--- config.mk ---
export PLATFORM = sky130hd
export DESIGN_NAME = stream_substring_replace_top
export DESIGN_NICKNAME = d
export VERILOG_FILES = /design/src/design/ssr_pkg.sv /design/src/design/ssr_front.sv /design/src/design/ssr_queue.sv /design/src/design/ssr_back.sv /design/src/design/stream_substring_replace_top.sv
export SDC_FILE = /design/constraint.sdc
export NUM_CORES = 2
export LEC_CHECK = 0
export ABC_AREA = 1
export ABC_CLOCK_PERIOD_IN_PS = 7450
export BUFFER_PORTS_ARGS = -buffer_cell sky130_fd_sc_hd__buf_2
export CAP_MARGIN = 10
export CORE_MARGIN = 2
export CORE_UTILIZATION = 25
export DETAILED_ROUTE_END_ITERATION = 10
export PLACE_DENSITY_LB_ADDON = 0.08
export SLEW_MARGIN = 15
export SYNTH_ARGS = -nofsm -noshare
export SYNTH_HDL_FRONTEND = slang
export SYNTH_HIERARCHICAL = 1
export SYNTH_SLANG_ARGS = --single-unit
export TNS_END_PERCENT = 5
--- constraint.sdc ---
create_clock -name clk -period 7.45 [get_ports clk]
set_clock_uncertainty 0.05 [all_clocks]
set_input_delay 0.3725 -clock clk [delete_from_list [all_inputs] [get_ports clk]]
set_output_delay 0.3725 -clock clk [all_outputs]
set_load 0.01 [all_outputs]
--- src/design/ssr_pkg.sv ---
// Shared constants and types of the streaming find-and-replace block.
package ssr_pkg;

  localparam int WIN_DEPTH       = 16;
  localparam int MAX_PATTERN     = 16;
  localparam int MAX_REPLACEMENT = 16;
  localparam int IDX_W           = $clog2(WIN_DEPTH);
  localparam int CNT_W           = IDX_W + 1;
  localparam int PAT_LIM         = (MAX_PATTERN < WIN_DEPTH) ? MAX_PATTERN : WIN_DEPTH;
  localparam int REP_LIM         = (MAX_REPLACEMENT < WIN_DEPTH) ? MAX_REPLACEMENT : WIN_DEPTH;
  localparam int QUEUE_DEPTH     = 4;
  localparam int QPTR_W          = $clog2(QUEUE_DEPTH);

  localparam int CFG_IDX_W = 3;
  localparam logic [CFG_IDX_W-1:0] CFG_PAT_LO = 3'd0;
  localparam logic [CFG_IDX_W-1:0] CFG_PAT_HI = 3'd1;
  localparam logic [CFG_IDX_W-1:0] CFG_PAT_LEN = 3'd2;
  localparam logic [CFG_IDX_W-1:0] CFG_REP_LO = 3'd3;
  localparam logic [CFG_IDX_W-1:0] CFG_REP_HI = 3'd4;
  localparam logic [CFG_IDX_W-1:0] CFG_REP_LEN = 3'd5;

  typedef logic [WIN_DEPTH-1:0][7:0] byte_vec_t;

  typedef enum logic [1:0] {
    CMD_WINDOW,
    CMD_REPL,
    CMD_MARKER
  } cmd_kind_t;

  // One step's worth of output work, handed from front to back.
  typedef struct packed {
    cmd_kind_t        kind;
    logic [CNT_W-1:0] count;
    logic             last;
    byte_vec_t        snap;
  } cmd_t;

endpackage

--- src/design/ssr_front.sv ---
// Front end: window of pending bytes, match test and command generation.
module ssr_front (
  input  logic                     clk,
  input  logic                     rst_n,
  input  logic                     in_valid,
  input  logic                     in_ready,
  input  logic [7:0]               in_text_byte,
  input  logic                     in_end_of_text,
  input  ssr_pkg::byte_vec_t       pattern,
  input  logic [ssr_pkg::CNT_W-1:0] plen,
  input  logic [ssr_pkg::CNT_W-1:0] rlen,
  output logic                     push,
  output ssr_pkg::cmd_t            cmd
);
  import ssr_pkg::*;

  byte_vec_t        win_r;
  logic [CNT_W-1:0] fill_r;

  byte_vec_t        w;
  byte_vec_t        win_nxt;
  logic [CNT_W-1:0] fill_nxt;
  logic [CNT_W-1:0] nf;
  logic [CNT_W-1:0] emit;
  logic [CNT_W-1:0] keep;
  logic             over;
  logic             full;
  logic             match;
  logic             present;
  logic [CNT_W:0]   src;

  always_comb begin
    for (int i = 0; i < WIN_DEPTH; i++) begin
      w[i] = (fill_r[IDX_W-1:0] == IDX_W'(i)) ? in_text_byte : win_r[i];
    end
    nf   = fill_r + CNT_W'(1);
    over = nf > plen;
    full = nf == plen;
    match = full;
    for (int i = 0; i < WIN_DEPTH; i++) begin
      if ((CNT_W'(i) < plen) && (w[i] != pattern[i])) match = 1'b0;
    end

    if (over) begin
      emit = nf - (plen - CNT_W'(1));
      keep = plen - CNT_W'(1);
    end else if (match) begin
      emit = '0;
      keep = '0;
    end else if (full) begin
      emit = CNT_W'(1);
      keep = plen - CNT_W'(1);
    end else begin
      emit = '0;
      keep = nf;
    end
    // flush everything still pending at end of text
    if (in_end_of_text) begin
      emit = emit + keep;
      keep = '0;
    end

    // drop the emitted oldest bytes
    for (int i = 0; i < WIN_DEPTH; i++) begin
      src = (CNT_W+1)'(i) + {1'b0, emit};
      win_nxt[i] = (src < (CNT_W+1)'(WIN_DEPTH)) ? w[src[IDX_W-1:0]] : 8'd0;
    end
    fill_nxt = keep;

    cmd.snap = w;
    cmd.last = in_end_of_text;
    if (match && (rlen != '0)) begin
      cmd.kind  = CMD_REPL;
      cmd.count = rlen;
      present   = 1'b1;
    end else if (!match && (emit != '0)) begin
      cmd.kind  = CMD_WINDOW;
      cmd.count = emit;
      present   = 1'b1;
    end else begin
      cmd.kind  = CMD_MARKER;
      cmd.count = CNT_W'(1);
      present   = in_end_of_text;
    end
  end

  assign push = in_valid && in_ready && present;

  always_ff @(posedge clk) begin
    if (!rst_n) begin
      fill_r <= '0;
    end else if (in_valid && in_ready) begin
      fill_r <= fill_nxt;
    end
  end

  always_ff @(posedge clk) begin
    if (in_valid && in_ready) begin
      win_r <= win_nxt;
    end
  end

endmodule

--- src/design/ssr_queue.sv ---
// Short command queue between front and back.
module ssr_queue (
  input  logic          clk,
  input  logic          rst_n,
  input  logic          push,
  input  ssr_pkg::cmd_t push_cmd,
  input  logic          pop,
  output logic          full,
  output logic          not_empty,
  output ssr_pkg::cmd_t head
);
  import ssr_pkg::*;

  cmd_t              slots_r [QUEUE_DEPTH];
  logic [QPTR_W-1:0] wr_ptr_r;
  logic [QPTR_W-1:0] rd_ptr_r;
  logic [QPTR_W:0]   count_r;

  assign full      = count_r == (QPTR_W+1)'(QUEUE_DEPTH);
  assign not_empty = count_r != '0;
  assign head      = slots_r[rd_ptr_r];

  always_ff @(posedge clk) begin
    if (!rst_n) begin
      wr_ptr_r <= '0;
      rd_ptr_r <= '0;
      count_r  <= '0;
    end else begin
      if (push) wr_ptr_r <= wr_ptr_r + QPTR_W'(1);
      if (pop)  rd_ptr_r <= rd_ptr_r + QPTR_W'(1);
      case ({push, pop})
        2'b10:   count_r <= count_r + (QPTR_W+1)'(1);
        2'b01:   count_r <= count_r - (QPTR_W+1)'(1);
        default: count_r <= count_r;
      endcase
    end
  end

  always_ff @(posedge clk) begin
    if (push) slots_r[wr_ptr_r] <= push_cmd;
  end

endmodule

--- src/design/ssr_back.sv ---
// Back end: expands queued commands into result transactions.
module ssr_back (
  input  logic               clk,
  input  logic               rst_n,
  input  logic               q_valid,
  input  ssr_pkg::cmd_t      q_head,
  output logic               q_pop,
  input  ssr_pkg::byte_vec_t replacement,
  output logic               out_valid,
  input  logic               out_ready,
  output logic [7:0]         out_byte,
  output logic               out_has_byte,
  output logic               out_last
);
  import ssr_pkg::*;

  cmd_t             cur_r;
  logic             active_r;
  logic [IDX_W-1:0] idx_r;
  logic             out_valid_r;
  logic [7:0]       out_byte_r;
  logic             out_has_r;
  logic             out_last_r;

  logic       produce;
  logic       final_el;
  logic [7:0] byte_sel;
  logic       has_sel;

  always_comb begin
    produce  = active_r && (!out_valid_r || out_ready);
    final_el = {1'b0, idx_r} == (cur_r.count - CNT_W'(1));
    q_pop    = q_valid && (!active_r || (produce && final_el));
    case (cur_r.kind)
      CMD_WINDOW: begin
        byte_sel = cur_r.snap[idx_r];
        has_sel  = 1'b1;
      end
      CMD_REPL: begin
        byte_sel = replacement[idx_r];
        has_sel  = 1'b1;
      end
      default: begin
        byte_sel = 8'd0;
        has_sel  = 1'b0;
      end
    endcase
  end

  always_ff @(posedge clk) begin
    if (!rst_n) begin
      active_r    <= 1'b0;
      idx_r       <= '0;
      out_valid_r <= 1'b0;
    end else begin
      if (produce) out_valid_r <= 1'b1;
      else if (out_ready) out_valid_r <= 1'b0;

      if (q_pop) begin
        active_r <= 1'b1;
        idx_r    <= '0;
      end else if (produce) begin
        if (final_el) active_r <= 1'b0;
        else idx_r <= idx_r + IDX_W'(1);
      end
    end
  end

  always_ff @(posedge clk) begin
    if (q_pop) cur_r <= q_head;
    if (produce) begin
      out_byte_r <= byte_sel;
      out_has_r  <= has_sel;
      out_last_r <= cur_r.last && final_el;
    end
  end

  assign out_valid    = out_valid_r;
  assign out_byte     = out_byte_r;
  assign out_has_byte = out_has_r;
  assign out_last     = out_last_r;

endmodule

--- src/design/stream_substring_replace_top.sv ---
// Top level: configuration registers and the front, queue and back ends.
//
// Streaming find-and-replace. Text bytes enter on the in_ channel, one per
// transaction, with in_end_of_text on the final byte. Rewritten bytes leave
// on the out_ channel; out_has_byte is low only on a bare end marker and
// out_last flags the final result of each text.
// The cfg_ channel writes the pattern, replacement and their lengths and is
// always ready; the user must see that it is written only while the block is
// idle, as the block does not enforce it. A result passes the command queue,
// the back end's command register and the output register. Throughput: while
// out_ready is high, one input byte per cycle if each byte yields at most one
// result; the back end emits one result per cycle, one per replacement or flush
// byte, and a four-entry command queue absorbs that before in_ready drops.
// Reset empties the window and the queue and restores the default config
// (pattern length 1, empty replacement).
// When the receiver stalls, the output register holds its result, the
// queue fills, and then in_ready goes low until results drain.
module stream_substring_replace_top (
  input  logic                            clk,
  input  logic                            rst_n,
  input  logic                            in_valid,
  output logic                            in_ready,
  input  logic [7:0]                      in_text_byte,
  input  logic                            in_end_of_text,
  output logic                            out_valid,
  input  logic                            out_ready,
  output logic [7:0]                      out_byte,
  output logic                            out_has_byte,
  output logic                            out_last,
  input  logic                            cfg_valid,
  output logic                            cfg_ready,
  input  logic [ssr_pkg::CFG_IDX_W-1:0]   cfg_index,
  input  logic [63:0]                     cfg_data
);
  import ssr_pkg::*;

  logic [63:0] pat_lo_r;
  logic [63:0] pat_hi_r;
  logic [4:0]  pat_len_r;
  logic [63:0] rep_lo_r;
  logic [63:0] rep_hi_r;
  logic [4:0]  rep_len_r;

  logic [CNT_W-1:0] plen;
  logic [CNT_W-1:0] rlen;
  byte_vec_t        pattern;
  byte_vec_t        replacement;

  logic q_push;
  logic q_pop;
  logic q_full;
  logic q_valid;
  cmd_t push_cmd;
  cmd_t q_head;

  assign cfg_ready = 1'b1;

  always_ff @(posedge clk) begin
    if (!rst_n) begin
      pat_lo_r  <= '0;
      pat_hi_r  <= '0;
      pat_len_r <= 5'd1;
      rep_lo_r  <= '0;
      rep_hi_r  <= '0;
      rep_len_r <= '0;
    end else if (cfg_valid) begin
      case (cfg_index)
        CFG_PAT_LO:  pat_lo_r  <= cfg_data;
        CFG_PAT_HI:  pat_hi_r  <= cfg_data;
        CFG_PAT_LEN: pat_len_r <= cfg_data[4:0];
        CFG_REP_LO:  rep_lo_r  <= cfg_data;
        CFG_REP_HI:  rep_hi_r  <= cfg_data;
        CFG_REP_LEN: rep_len_r <= cfg_data[4:0];
        default:     ;
      endcase
    end
  end

  // clamp lengths: empty pattern acts as one byte, both saturate at the window
  always_comb begin
    if (pat_len_r == '0) plen = CNT_W'(1);
    else if ({1'b0, pat_len_r} > 6'(PAT_LIM)) plen = CNT_W'(PAT_LIM);
    else plen = CNT_W'(pat_len_r);
    if ({1'b0, rep_len_r} > 6'(REP_LIM)) rlen = CNT_W'(REP_LIM);
    else rlen = CNT_W'(rep_len_r);
  end

  assign pattern     = {pat_hi_r, pat_lo_r};
  assign replacement = {rep_hi_r, rep_lo_r};
  assign in_ready    = !q_full;

  ssr_front u_front (
    .clk            (clk),
    .rst_n          (rst_n),
    .in_valid       (in_valid),
    .in_ready       (in_ready),
    .in_text_byte   (in_text_byte),
    .in_end_of_text (in_end_of_text),
    .pattern        (pattern),
    .plen           (plen),
    .rlen           (rlen),
    .push           (q_push),
    .cmd            (push_cmd)
  );

  ssr_queue u_queue (
    .clk       (clk),
    .rst_n     (rst_n),
    .push      (q_push),
    .push_cmd  (push_cmd),
    .pop       (q_pop),
    .full      (q_full),
    .not_empty (q_valid),
    .head      (q_head)
  );

  ssr_back u_back (
    .clk          (clk),
    .rst_n        (rst_n),
    .q_valid      (q_valid),
    .q_head       (q_head),
    .q_pop        (q_pop),
    .replacement  (replacement),
    .out_valid    (out_valid),
    .out_ready    (out_ready),
    .out_byte     (out_byte),
    .out_has_byte (out_has_byte),
    .out_last     (out_last)
  );

endmodule

Word-level counts from Yosys, hierarchy flattened
Memory sizes are Yosys's and may differ from the RTL's. A register that Yosys moved wholly into a read port is not among the register bits.
Index checks and enable logic that the tools add are counted.
W data, S select, Z words.
{"block": "totals", "wordCells": 298, "regBits": 422, "mem_bits_rw": 544, "output_inout_bits": 13, "memories": 1, "in_bits": 81}
{"block": "op_classes", "mux": 93, "n_reduce_logical": 51, "n_bitwise": 2, "n_lt_le_gt_ge": 52, "addsub": 25, "n_eq_ne": 42}
{"memory": "u_queue.slots_r", "words": 4, "word_bits": 136, "read_ports": 1, "rd_ports_with_merged_regs": 1, "wr": 1, "line_no": "ssr_queue.sv:14", "text": "cmd_t slots_r [QUEUE_DEPTH];"}
{"op": "$bmux W8 S4", "count": 18}
{"op": "$mux W8", "count": 34}
{"op": "$ne A8 B8 Y1", "count": 16}
{"op": "$lt A6 B5 Y1 const B", "count": 15}
{"op": "$lt A4 B5 Y1 const B", "count": 17}
{"op": "$mux W5", "count": 10}
{"op": "$add A4 B5 Y6 const A", "count": 8}
{"op": "$lt A4 B5 Y1 const A", "count": 8}
{"op": "$eq A4 B4 Y1 const B", "count": 8}
{"op": "$mux W1", "count": 27}
{"op": "$add A3 B5 Y6 const A", "count": 4}
{"op": "$logic_and A1 B1 Y1", "count": 24}
{"op": "$lt A3 B5 Y1 const A", "count": 4}
{"op": "$eq A4 B3 Y1 const B", "count": 4}
{"op": "$pmux W8 S2", "count": 1}
{"op": "$reduce_and A2 Y1", "count": 8}
{"op": "$mux W7", "count": 2}
{"op": "$add A2 B5 Y6 const A", "count": 2}
{"op": "$gt A5 B5 Y1 const B", "count": 2}
{"op": "$lt A1 B5 Y1 const A", "count": 2}
{"op": "$lt A2 B5 Y1 const A", "count": 2}
{"op": "$reduce_bool A5 Y1", "count": 2}
{"op": "$sub A5 B1 Y5 const B", "count": 2}
{"op": "$eq A3 B3 Y1 const B", "count": 3}
{"op": "29 further kinds", "count": 42}

Longest topological paths before layout
{"block": "logic_depth", "ltp_word": 32, "depth_mapped": 46, "ltp_nobuf": 43}

Cells and area by module
The synthesis kept the hierarchy.
{"module": "ssr_queue", "area_each_um2": 20467.1, "instances": 1, "seq_area_each_um2": 16515.8, "cells_per_inst": 1374}
{"module": "ssr_front", "area_each_um2": 17787.1, "instances": 1, "seq_area_each_um2": 3943.8, "cells_per_inst": 3262}
{"module": "stream_substring_replace_top", "area_each_um2": 10617.7, "instances": 1, "seq_area_each_um2": 5325.1, "cells_per_inst": 1548}
{"module": "ssr_back", "area_each_um2": 7352.1, "instances": 1, "seq_area_each_um2": 4504.3, "cells_per_inst": 745}

Worst setup path before layout
No wires, ideal clock.
{"block": "synth_path", "path_kind": "flip-flop to flip-flop", "startpoint": "register u_front.fill_r[0]", "endpoint": "memory u_queue/slots_r[0][0] (netlist name) (enable)", "arrival_time_ps": 7535, "path_buffers": 3, "setup_ps": 489, "path_stages_with_launch": 30, "synth_period_minus_slack_ps": 8074, "required_ps": 6911, "path_slack_ps": -624, "cell_sequence": "dfxtp_1 -> ha_1 -> nand3_1 -> buf_2 -> xnor2_1 -> ha_1 -> nand4_1 -> nor2_1 -> nand2_1 -> nor3_2 -> nand2_2 -> nand2_2 -> nand2_1 -> inv_1 -> o32ai_1 -> ha_1 -> fa_1 -> xnor2_1 -> nand2_1 -> o21ai_1 -> clkbuf_1 -> clkbuf_1 -> ha_1 -> nand3_1 -> nand2_1 -> nand3_1 -> nand2_1 -> inv_1 -> nand2_1 -> inv_1"}
{"block": "synth_between", "elab_chain_cells": 31, "word_cells_on_any_way": 101, "cone_classes": "add/sub: 3; order compare: 1; eq/ne: 32; mux: 43; reduce/logical: 22"}
{"element": "from (decl)", "line_no": "ssr_front.sv:18", "text": "logic [CNT_W-1:0] fill_r;"}
{"element": "from (signal assigned)", "line_no": "ssr_front.sv:93", "text": "fill_r <= fill_nxt;"}
{"element": "parallel branches: the longest is 27 deep, another holds $add A5 B1 Y5"}
{"element": "$mux W1 (*)", "line_no": "ssr_front.sv:72", "text": "if (match && (rlen != '0)) begin"}
{"element": "$logic_and A1 B1 Y1 (*)", "line_no": "ssr_front.sv:87", "text": "assign push = in_valid && in_ready && present;"}
{"element": "net q_push", "line_no": "stream_substring_replace_top.sv:49", "text": "logic q_push;"}
{"element": "$mux W1 (*)", "line_no": "ssr_queue.sv:40", "text": "if (push) slots_r[wr_ptr_r] <= push_cmd;"}
{"element": "$mux W1 (implied by the code) (*)", "line_no": "ssr_queue.sv:40"}
{"element": "to (decl)", "line_no": "ssr_queue.sv:14"}
Mark *: on every way through the listed nets, which the timed path passes.

==> reports/metrics.cfg <==
[run_status]
status=finished, final reports clean

[detailed_routing]
wire_per_inst_um=27.6
drtIter0Drc=5223
ant_nets=0
vias=51100
viasPerCell=4.97
totalWireLength_mm=284
first_pass_iters=6
drcViolationCount=0

[sta]
slew_headroom_pct=17.5
hold_viol_final=0
min_period_ns=7.14
holdWs_ns=0.0622
worstMarginPinSlew_ns=1.23
fmax_ghz=0.140
fin_crit_sh_pct=95.8
rsz0062_at_grt=no
timing.setup.tns_ns=0
finalSetupViolCount=0
finalWorstSetupSlack_ns=0.311
report.final.slew_viol_count=0

[logic_synthesis]
async_flop_share_pct=0
synthesis.nets=7051
synth-seq-cells=1104
synth_edf_count=818
ys_seq_area_share_pct=53.9
ys_types=46
syn_area_um2=56200
ys_warn_count=6
synth-main-ff-cell=edfxtp_1
syn_avg_cell_area_um2=8.11
syn_inst=6929

[placement]
dp_slack_ns=0.433
io_buffer_count=92
place_area_um2=62100
place_congestion=0.979
hpwl_mm=206

[run]
drv_cap=0

[clocking]
numClockSinks=1104
clock_latency_ns=0.85
cts.path.max_buffers=3
cts_tree=done
cts_max_level=4
numCtsBuffers=139
path_clk_slew_ns=0.07
cts-root-buf=clkbuf_16

[global_routing]
grt_pass1_wl_mm=390
grt_overflow=0
grt_pass1_vias=47900
grt.total_usage_pct=24.2
grt_max_degree=198
antenna_found_initial=13

[floorplanning]
die_width_um=478
rows=174
die_area_um2=229000
initial_core_util_pct=25.1
boundaryPins=94
core_um2=224000
dieHeight_um=478

[worst_setup_path]
critical-path-max-stage-delay_ns=0.55
crit_buf_inv=8
cp.required_ns=7.97
cp_slowest_cell=o21ai_1
critPathTopFamily=simple AND/OR/NAND/NOR gates
critical_path_class=flop to flop
cp.arrival_ns=7.66
startpoint_type=flop
worstPathMaxFanout=19
endpoint_kind=flop
cpMostUsedCell=nand2_1

[cells_and_area]
area_growth_pct=19.8
drive_above_1_share_pct=10.2
fillers=24000
layout.nets=7286
fin_area_um2=67300

[min_path]
hold_class=input pin to flop

[pwr]
vdd_drop_max_mv=0.292
power_density_nw_per_um2=478
finalPower_uw=32200
leakage_uw=0.0272

==> final timing paths <==
kind | cells after the start | startpoint | endpoint | slack (ns)
setup reg to reg | 32 | u_front/fill_r[0] | u_queue/slots_r[1][3] | 0.31
setup / recovery | 32 | u_front/fill_r[0] | u_queue/slots_r[1][3] | 0.31
hold reg to reg | 1 | u_queue/rd_ptr_r[1] | flop | 0.38
hold / removal | 5 | cfg_data[63] | rep_lo_r[63] | 0.06
==> cell type report <==
cell class                      instances  area [µm²]  share of cell area, %
Inverter                              418        1610                   2.39
Clock buffer                          191        3860                   5.74
Antenna cell                            6        15.0                 0.0223
Multi-Input combinational cell       4987       22500                   33.4
Tap cell                             2992        3740                   5.56
Clock inverter                         65         729                   1.08
Sequential cell                      1104       30300                   45.0
Timing Repair Buffer                  514        4570                   6.79
==> routing by layer <==
metal / track usage (%) / vias up / share of wire, %
met5: 0 / - / 0.0092
met4: 10.7 / 4 / 4.8
met3: 3.61 / 395 / 5.7
met2: 37.9 / 1799 / 45
met1: 32.9 / 25100 / 45
li1: - / 23800 / -
==> worst min-delay path: stages <==
cell and delay, ns:
buf_2 0.08, inv_1 0.17, nand3_1 0.15, nand2_1 0.05
nor2_1 0.07
==> stage by stage <==
step | instances | util, %
floorplan | 6929 | -
global placement | 9952 | 27.7
detailed placement | 9952 | 27.7
CTS | 10300 | 30.0
global route | 10300 | 30.0
finish | 10300 | 30.0
==> state kept, by name, summed over array words and instances (netlist names), named ones only <==
| name | flops |
|---|---|
| u_queue/slots_r | 544 |
| u_back/cur_r | 136 |
| u_front/win_r | 128 |
| pat_hi_r | 64 |
| pat_lo_r | 64 |
| rep_hi_r | 64 |
| rep_lo_r | 64 |
| u_back/out_byte | 8 |
| pat_len_r | 5 |
| rep_len_r | 5 |
| u_front/fill_r | 5 |
| u_back/idx_r | 4 |
| u_queue/count_r | 3 |
| u_queue/rd_ptr_r | 2 |
| u_queue/wr_ptr_r | 2 |
| u_back/active_r | 1 |
| u_back/out_has_byte | 1 |
| u_back/out_last | 1 |
| u_back/out_valid | 1 |
==> placed cells by master (no fill, tap or decap), drive strengths merged, types with 21 or more instances in the layout <==
cell type	synthesis	routed
edfxtp	818	818
ha	38	38
o211ai	72	72
nand3b	42	42
nor2	1351	1351
inv	412	420
o22ai	137	137
clkbuf	168	191
o21ai	455	455
dlygate4sd3	0	63
buf	252	451
nand4	21	21
nand3	1205	1205
nand2	1584	1584
a21oi	37	37
clkinv	6	48
dfxtp	286	286
==> cells in the mapped netlist, types with 17 or more instances <==
| cell type | n | area, µm² |
|---|---|---|
| clkbuf_1 | 167 | 627 |
| o211ai_1 | 72 | 541 |
| edfxtp_1 | 818 | 24600 |
| o21ai_0 | 403 | 2020 |
| buf_6 | 17 | 191 |
| inv_2 | 19 | 71.3 |
| a21oi_1 | 34 | 170 |
| o21ai_1 | 47 | 235 |
| nand3b_1 | 42 | 315 |
| nand2_1 | 1574 | 5910 |
| nand4_1 | 21 | 131 |
| buf_2 | 157 | 786 |
| buf_4 | 20 | 150 |
| buf_1 | 58 | 218 |
| dfxtp_1 | 286 | 5730 |
| o22ai_1 | 137 | 857 |
| nand3_1 | 1202 | 6020 |
| nor2_1 | 1334 | 5010 |
| ha_1 | 38 | 475 |
| inv_1 | 393 | 1480 |
==> repair_timing <==
action / CTS / global route
hold buffers: 63 / 0
gates resized for setup: 0 / 2
endpoints found under the setup margin: 0 / 92
buffers inserted: 0 / 0
endpoints found under the hold margin: 213 / 0
==> cell families after synthesis <==
group / after synthesis / share of synthesized area (%)
AO/OA/AOI/OAI: 712 / 7.10
XOR/XNOR: 20 / 0.312
adder cells (fa/ha/maj): 41 / 0.952
buffers and inverters: 838 / 6.31
flip-flops: 1104 / 53.9
other: 1 / 0.00667
AND/OR/NAND/NOR: 4213 / 31.5
==> report_power, final <==
group	total, µW	switching, µW	internal (µW)
combinational	15500	11200	4340
clock	6900	2960	3940
sequential	9830	833	9000
total	32200	14900	17300
Note: power is estimated with default switching activity, not from simulation.
